### config.mk
export PLATFORM = sky130hd
export DESIGN_NAME = quarter_rate_iq_window_sum
export DESIGN_NICKNAME = d
export VERILOG_FILES = /design/src/sv/qiqws_pkg.sv /design/src/sv/quarter_rate_iq_window_sum.sv
export SDC_FILE = /design/constraint.sdc
export NUM_CORES = 2
export LEC_CHECK = 0
export BUFFER_PORTS_ARGS = -buffer_cell sky130_fd_sc_hd__clkbuf_2
export CAP_MARGIN = 10
export CELL_PAD_IN_SITES_DETAIL_PLACEMENT = 0
export CELL_PAD_IN_SITES_GLOBAL_PLACEMENT = 1
export CORE_AREA = 4 4 743 376
export DETAILED_ROUTE_END_ITERATION = 12
export DIE_AREA = 0 0 747 380
export HOLD_SLACK_MARGIN = 0.06
export PLACE_DENSITY_LB_ADDON = 0.1
export SLEW_MARGIN = 30
export SYNTH_ARGS = -nofsm -noshare
export SYNTH_HDL_FRONTEND = slang
export SYNTH_SLANG_ARGS = --single-unit
### constraint.sdc
create_clock -name clock -period 5.48 [get_ports clock]
set_clock_uncertainty 0.05 [all_clocks]
set_input_delay 1.096 -clock clock [delete_from_list [all_inputs] [get_ports clock]]
set_output_delay 1.096 -clock clock [all_outputs]
set_load 0.01 [all_outputs]
### src/sv/qiqws_pkg.sv
// Package for the quarter-rate I/Q window sum block.
// Holds field widths, command codes and sample-phase codes.
// No dependencies.
package qiqws_pkg;

   localparam int SAMPLE_W = 16;
   localparam int DIFF_W = 17;
   localparam int SUM_W = 23;
   localparam int DEFAULT_WINDOW_DEPTH = 64;

   // Command codes on the op field
   localparam logic OP_SAMPLE = 1'b0;
   localparam logic OP_CLEAR = 1'b1;

   // Position of a sample inside its group of four
   localparam logic [1:0] PHASE_S0 = 2'd0;
   localparam logic [1:0] PHASE_S1 = 2'd1;
   localparam logic [1:0] PHASE_S2 = 2'd2;
   localparam logic [1:0] PHASE_S3 = 2'd3;

endpackage

### src/sv/quarter_rate_iq_window_sum.sv
// Quarter-rate I/Q window sum: pairs of sin/cos differences in a sliding window
// kept in one synchronous RAM, with running totals. Uses qiqws_pkg.
//
// Channel   Dir  Ports                              Transaction
// req       in   req_valid req_stall req_op req_sample   one sample or a clear command
// rsp       out  rsp_valid rsp_stall rsp_sin_sum rsp_cos_sum  both window sums
//
// One request transaction is taken per cycle while req_stall is low. The fourth sample
// of a group reads the window RAM at the write pointer into a read register; when the
// update stage retires, the totals are updated, the slot is rewritten and the result
// is loaded into the output register.
// Reset is synchronous and clears phase, pointer, totals and the window-filled flag;
// RAM slots not yet written since reset or clear read as zero through that flag,
// so no clearing pass is needed.
// req_stall rises only while a finished group waits for a stalled output register.
module quarter_rate_iq_window_sum #(
   parameter int WINDOW_DEPTH = qiqws_pkg::DEFAULT_WINDOW_DEPTH
) (
   input  logic                                 clock,
   input  logic                                 reset,
   input  logic                                 req_valid,
   output logic                                 req_stall,
   input  logic                                 req_op,
   input  logic signed [qiqws_pkg::SAMPLE_W-1:0] req_sample,
   output logic                                 rsp_valid,
   input  logic                                 rsp_stall,
   output logic signed [qiqws_pkg::SUM_W-1:0]    rsp_sin_sum,
   output logic signed [qiqws_pkg::SUM_W-1:0]    rsp_cos_sum
);

   localparam int PTR_W = $clog2(WINDOW_DEPTH);
   localparam int DW = qiqws_pkg::DIFF_W;
   localparam int SW = qiqws_pkg::SUM_W;
   localparam int MEM_W = 2 * DW;
   localparam logic [PTR_W-1:0] PTR_LAST = PTR_W'(WINDOW_DEPTH - 1);

   // Window RAM: {sin difference, cos difference} per slot
   logic [MEM_W-1:0] win_mem [WINDOW_DEPTH];
   logic [MEM_W-1:0] rd_data_ff;

   logic [1:0] phase_ff, phase_in;
   logic [PTR_W-1:0] ptr_ff, ptr_in;
   logic full_ff, full_in;
   logic signed [qiqws_pkg::SAMPLE_W-1:0] s0_ff, s1_ff, s2_ff;

   // Update stage, waiting on the RAM read
   logic s1_valid_ff, s1_valid_in;
   logic s1_old_ok_ff;
   logic [PTR_W-1:0] s1_slot_ff;
   logic signed [DW-1:0] s1_dsin_ff, s1_dcos_ff;

   logic signed [SW-1:0] sin_tot_ff, sin_tot_in;
   logic signed [SW-1:0] cos_tot_ff, cos_tot_in;
   logic signed [SW-1:0] sin_new, cos_new;
   logic signed [DW-1:0] old_sin, old_cos;

   logic rsp_valid_ff, rsp_valid_in;
   logic signed [SW-1:0] rsp_sin_ff, rsp_cos_ff;

   logic req_take, is_clear, is_last, s1_go;
   logic signed [DW-1:0] dsin, dcos;

   // The update stage may retire whenever the output register is free or leaving
   assign s1_go = s1_valid_ff && !(rsp_valid_ff && rsp_stall);
   assign req_stall = s1_valid_ff && !s1_go;
   assign req_take = req_valid && !req_stall;
   assign is_clear = req_take && (req_op == qiqws_pkg::OP_CLEAR);
   assign is_last = req_take && (req_op == qiqws_pkg::OP_SAMPLE)
                    && (phase_ff == qiqws_pkg::PHASE_S3);

   // 17-bit differences, no wrap
   assign dsin = DW'(s1_ff) - DW'(req_sample);
   assign dcos = DW'(s0_ff) - DW'(s2_ff);

   // Slots not written since the last clear read as zero
   assign old_sin = s1_old_ok_ff ? rd_data_ff[MEM_W-1:DW] : '0;
   assign old_cos = s1_old_ok_ff ? rd_data_ff[DW-1:0] : '0;
   assign sin_new = sin_tot_ff + SW'(s1_dsin_ff) - SW'(old_sin);
   assign cos_new = cos_tot_ff + SW'(s1_dcos_ff) - SW'(old_cos);

   always_comb begin
      phase_in = phase_ff;
      ptr_in = ptr_ff;
      full_in = full_ff;
      if (is_clear) begin
         phase_in = qiqws_pkg::PHASE_S0;
         ptr_in = '0;
         full_in = 1'b0;
      end else if (req_take) begin
         phase_in = phase_ff + 2'd1;
         if (is_last) begin
            // advance the pointer, wrapping at the window depth
            if (ptr_ff == PTR_LAST) begin
               ptr_in = '0;
               full_in = 1'b1;
            end else begin
               ptr_in = ptr_ff + PTR_W'(1);
            end
         end
      end
   end

   always_comb begin
      sin_tot_in = sin_tot_ff;
      cos_tot_in = cos_tot_ff;
      if (is_clear) begin
         // a clear in the retire cycle lands after the update
         sin_tot_in = '0;
         cos_tot_in = '0;
      end else if (s1_go) begin
         sin_tot_in = sin_new;
         cos_tot_in = cos_new;
      end
   end

   always_comb begin
      s1_valid_in = s1_valid_ff;
      if (is_last) begin
         s1_valid_in = 1'b1;
      end else if (s1_go) begin
         s1_valid_in = 1'b0;
      end
   end

   always_comb begin
      rsp_valid_in = rsp_valid_ff && rsp_stall;
      if (s1_go) begin
         rsp_valid_in = 1'b1;
      end
   end

   always_ff @(posedge clock) begin
      if (reset) begin
         phase_ff <= qiqws_pkg::PHASE_S0;
         ptr_ff <= '0;
         full_ff <= 1'b0;
         s1_valid_ff <= 1'b0;
         sin_tot_ff <= '0;
         cos_tot_ff <= '0;
         rsp_valid_ff <= 1'b0;
      end else begin
         phase_ff <= phase_in;
         ptr_ff <= ptr_in;
         full_ff <= full_in;
         s1_valid_ff <= s1_valid_in;
         sin_tot_ff <= sin_tot_in;
         cos_tot_ff <= cos_tot_in;
         rsp_valid_ff <= rsp_valid_in;
      end
   end

   // Hold the first three samples of the group
   always_ff @(posedge clock) begin
      if (req_take && (req_op == qiqws_pkg::OP_SAMPLE)) begin
         case (phase_ff)
            qiqws_pkg::PHASE_S0: s0_ff <= req_sample;
            qiqws_pkg::PHASE_S1: s1_ff <= req_sample;
            qiqws_pkg::PHASE_S2: s2_ff <= req_sample;
            default: ;
         endcase
      end
   end

   // Capture the update-stage payload
   always_ff @(posedge clock) begin
      if (is_last) begin
         s1_dsin_ff <= dsin;
         s1_dcos_ff <= dcos;
         s1_slot_ff <= ptr_ff;
         s1_old_ok_ff <= full_ff;
      end
   end

   // Window RAM: read on the fourth sample, write back on retire
   always_ff @(posedge clock) begin
      if (is_last) begin
         rd_data_ff <= win_mem[ptr_ff];
      end
      if (s1_go) begin
         win_mem[s1_slot_ff] <= {s1_dsin_ff, s1_dcos_ff};
      end
   end

   always_ff @(posedge clock) begin
      if (s1_go) begin
         rsp_sin_ff <= sin_new;
         rsp_cos_ff <= cos_new;
      end
   end

   assign rsp_valid = rsp_valid_ff;
   assign rsp_sin_sum = rsp_sin_ff;
   assign rsp_cos_sum = rsp_cos_ff;

endmodule
Word level (Yosys, flattened, before mapping):

Memories as Yosys holds them, arrays and structs flattened. A register that Yosys moved wholly into a read port is not among the register bits.
Cells that the tools add are included.

* memory bits (writable): 2176
* output and inout bits: 48
* register bits after elaboration: 192
* memories kept: 1
* bits of input ports: 21
* logic and storage cells: 56

Memories
* win_mem: depth 64, bits a word 34, rd ports 1, clocked after memory_dff 1, wr ports 1, line quarter_rate_iq_window_sum.sv:38 `logic [MEM_W-1:0] win_mem [WINDOW_DEPTH];`

* $add $sub $neg: 8
* bitwise gates (word level): 1
* reductions and logical operators: 18
* muxes and demuxes: 8
* equal/unequal tests: 4

Operator list (number)
* $add 23x17->23: 2
* $sub 23x17->23: 2
* $mux 17: 2
* $sub 16x16->17: 2
* $reduce_and 2->1: 4
* $logic_and 1x1->1: 7
* $add 6x1->6 const B: 1
* $eq 6x6->1 const B: 1
* $mux 6: 1
* $mux 1: 5
* $eq 2x2->1 const B: 2
* $logic_not 1->1: 3
* $reduce_and 3->1: 1
* $add 2x1->2 const B: 1
* $eq 2x1->1 const B: 1
* $logic_not 2->1: 1
* $reduce_bool 2->1: 1
* $reduce_or 2->1: 1
* $not 1->1: 1

Depth between registers and ports, before layout:

* word-level depth: 10
* depth in mapped cells: 15

Worst setup path before layout:

No wires, ideal clock.

* kind: register to register
* start: register s1_dsin_ff[1]
* end: register sin_tot_ff[22]
* library setup time: 87 ps
* path slack: 1394 ps
* required time: 5343 ps
* cell stages (with the launch flop): 14
* path buffers: 0
* clock period less this slack: 4086 ps
* data arrival time: 3949 ps
* path through: edfxtp_1 -> inv_1 -> fa_1 -> inv_1 -> fa_1 -> a211oi_2 -> o21ai_1 -> nand3_1 -> a31oi_1 -> nor2b_1 -> nor2_1 -> or4_1 -> a311o_1 -> o31ai_1

* cells in the longest elaborated chain, start to end: 2

Ends and longest elaborated chain
* start: declaration: line quarter_rate_iq_window_sum.sv:50 `logic signed [DW-1:0] s1_dsin_ff, s1_dcos_ff;`
* start signal: assignment: line quarter_rate_iq_window_sum.sv:167 `s1_dsin_ff <= dsin;`
* $add 23x17->23: line quarter_rate_iq_window_sum.sv:78 `assign sin_new = sin_tot_ff + SW'(s1_dsin_ff) - SW'(old_sin);`
* $sub 23x17->23: line quarter_rate_iq_window_sum.sv:78
* end signal: assignment: line quarter_rate_iq_window_sum.sv:146 `sin_tot_ff <= sin_tot_in;`
* end: declaration: line quarter_rate_iq_window_sum.sv:52 `logic signed [SW-1:0] sin_tot_ff, sin_tot_in;`

Every way passes these cells.
A chain may end at the register's enable or synchronous reset.

Final worst setup path:

* start: register s1_old_ok_ff
* end: register sin_tot_ff[22]

* cells in the longest elaborated chain, start to end: 2

Ends and longest elaborated chain
* start: declaration: line quarter_rate_iq_window_sum.sv:48 `logic s1_old_ok_ff;`
* start signal: assignment: line quarter_rate_iq_window_sum.sv:170 `s1_old_ok_ff <= full_ff;`
* $mux 17: line quarter_rate_iq_window_sum.sv:76 `assign old_sin = s1_old_ok_ff ? rd_data_ff[MEM_W-1:DW] : '0;`
* $sub 23x17->23: line quarter_rate_iq_window_sum.sv:78

Every way passes these cells.

==> metrics.txt <==
CP Capture Type register; clock sinks 2402; Synth top area share 73.9%; Worst Reg-to-Reg Cells 15; Peak VDD IR 0.259 mV; CTS tree done; flops & latches, synth 2402; number of flops mapped to enable cells by yosys 2345; postcts setup bufs 0; First DRT Iteration DRCs 5271; largest area contributor in the netlist edfxtp_1; clk_lat worst skew 0.88 ns; Slew HR 27.3%; Syn Inst Count 4513; fin crit share 86.4%; FF-to-FF End sin_tot_ff[22]; Sw Ratio 20.2%; area grow syn2layout 13.9%; # DRC 0; Antenna Nets Post-Route 0; final slew viol count 0; TNS Setup 0 ns; yosys warns 0; total die area 0.284 mm^2; logic gate share of total power 0.7%; Hold Buf Count CTS 0; first-pass GRT wire length 380 mm; # rows 136; most common cell in the synthesized netlist edfxtp_1; sequential area share after synthesis 75.1%; GRT overflow 0; Post-Syn Area per Cell 21.1 um^2; # setup viols final 0; max_cap viols 0; CP max-delay cell edfxtp_1; Synth async-reset ratio 0%; CP dominant cell by count ha_1; Clock power frac 42.4%; Tot GR Track Use 18.9%; Final Instance Area 0.108 mm^2; worst hold start cos_tot_ff[18]; Post-DP HPWL 161 mm; DR vias/cell 5.34; critical-path cell list buf_4 > and2_1 > ha_1 > inv_1 > ha_1 > fa_1 > a211oi_2 > o21ai_1 > nand3_1 > a31oi_1 > nor2b_1 > nor2_1 > or4_1 > a311o_1 > o31ai_1; vias in the first global route 45900; fin cells 8625; outcome finished clean; Least-Margin Pin Slew 1.08 ns; fill count 24300; Final GP Congestion 0.777; setup repair after global routing missed its margin no; placed cell area 0.102 mm^2; leak pwr 33.0 nW; Peak Freq 0.211 GHz; Hold Crit Class reg2reg; CTS resizes 0; H-tree depth 4; post-layout min period 4.73 ns; Seq pwr share 56.8%; antenna violations before repair 17; average routed wire per standard cell 31.5 um; dpl cells 8236; nets@finish 4952; critical path data arrival time 5.45 ns; Hold Path Sink cos_tot_ff[18]; Final Hold Vio Count 0; clock transition at the registers of the reported paths 0.07 ns; worst-path maximum fanout 21; Largest stage delay, worst path 0.92 ns; hold depth 2; core area 0.273 mm^2; io pins 69; Port Buf Inserts 68; worst r2r src s1_old_ok_ff; Post-Syn Area 0.0953 mm^2; total net switching power 7.08 mW; die height 380 um; DRT Wirelength 271 mm; critical path launch point type register; initial core utilization 34.9%; Most used DFF post-synth edfxtp_1; post-synth net total 4665; Netlist cell types 60; Post-synth top cells edfxtp_1 (2345), mux4_2 (638), inv_1 (224), nand2_1 (145), a21oi_1 (133); proportion of layout cells with a drive suffix above 1 26.1%; worst setup path category reg2reg; final core occ 39.7%; Pwr per Cell Area 322 mW/mm^2; Detailed Routing Iterations Pass 1 5; Clock Path Buffers 4; r2r setup slk 0.75 ns; DR vias 46000; synth top area cells edfxtp_1 (74%), mux4_2 (15%), dfxtp_1 (1.2%); largest net degree at the start of global routing 77; clock root buffer clkbuf_16; Required @ worst endpoint 6.20 ns; Int Pwr 27.9 mW; Die W 747 um; Inserted Clock Buffers 219
-- logic make-up after synthesis --
kind of cell	Yosys count	share of synthesized area [%]
flops	2402	75.1
mux	745	16.2
compound gates	331	2.08
buf+inv	427	1.88
xor+xnor	75	0.689
simple gates	402	1.94
fa+ha+maj	131	2.08
-- power groups by stage --
stage          Combinational [mW]  Sequential (mW)  Clock [mW]
2_1_floorplan               0.133             20.3           0
3_3_place_gp                0.257             20.3           0
3_5_place_dp                0.259             20.3           0
4_1_cts                     0.260             19.9        15.2
5_1_grt                     0.284             19.9        16.1
6_report                    0.260             19.9        14.8
-- per-layer routing --
layer | GRT usage, % | vias up | wire, um
met1 | 32.6 | 25400 | 144000
met5 | 0 | - | 0
met2 | 24.9 | 1389 | 108000
li1 | - | 19000 | -
met4 | 2.79 | 0 | 3770
met3 | 3.03 | 290 | 16500
-- layout by cell type (no fill, tap or decap), types with 53 or more instances in the layout --
cell type,netlist,layout
inv_1,224,222
buf_4,26,153
clkinv_1,0,53
clkbuf_2,0,68
ha_1,85,85
mux4_2,638,638
nor2_4,0,64
clkbuf_16,0,221
edfxtp_1,2345,2345
a21oi_1,133,133
nor2_1,117,53
mux2i_1,89,89
nand2_1,145,144
-- critical path: cells and delay by family (launching register included) --
| family | cells | cell delay (ns) |
|---|---|---|
| adders and majority gates | 3 | 0.84 |
| and+or+nand+nor | 5 | 1.33 |
| buffers and inverters | 2 | 0.40 |
| DFF | 1 | 0.92 |
| AOI/OAI and AO/OA | 5 | 1.10 |
-- stage by stage --
stage / hold WS, ns / power (mW) / setup slack (ns)
final: 0.402 / 35.0 / 0.748
after floorplan: 0.353 / 20.4 / 1.39
after detailed placement: 0.395 / 20.5 / 0.767
after CTS: 0.325 / 35.4 / 0.744
after global placement: 0.391 / 20.5 / 0.730
after global routing: 0.365 / 36.2 / 0.392
-- final cells by class --
cell class / instances / area [um^2] / area share, %
well taps: 3657 / 4580 / 4.22
diodes: 2 / 5.00 / 0.00461
clock inverters: 116 / 863 / 0.796
clock buffers: 271 / 5760 / 5.31
repair buffers: 269 / 2410 / 2.22
flip-flops and latches: 2402 / 71600 / 66.0
multi-input cells: 1684 / 22400 / 20.7
inverters: 224 / 846 / 0.780
-- state kept, by name, summed over array words and instances (netlist names), 17 cells and up --
register     count
win_mem       2176
rd_data_ff      34
cos_tot_ff      23
rsp_cos_sum     23
rsp_sin_sum     23
sin_tot_ff      23
s1_dcos_ff      17
s1_dsin_ff      17
-- worst max-delay path by stage --
stage	startpoint	endpoint	slack (ns)	cells past startpoint
after floorplan	s1_dsin_ff[1]	sin_tot_ff[22]	1.39	13
after global placement	s1_old_ok_ff	sin_tot_ff[22]	0.73	15
after detailed placement	s1_old_ok_ff	sin_tot_ff[22]	0.77	15
after CTS	s1_old_ok_ff	sin_tot_ff[22]	0.74	15
after global routing	s1_old_ok_ff	sin_tot_ff[22]	0.39	15
final	s1_old_ok_ff	sin_tot_ff[22]	0.75	15
Power figures use the tool's default switching activity.
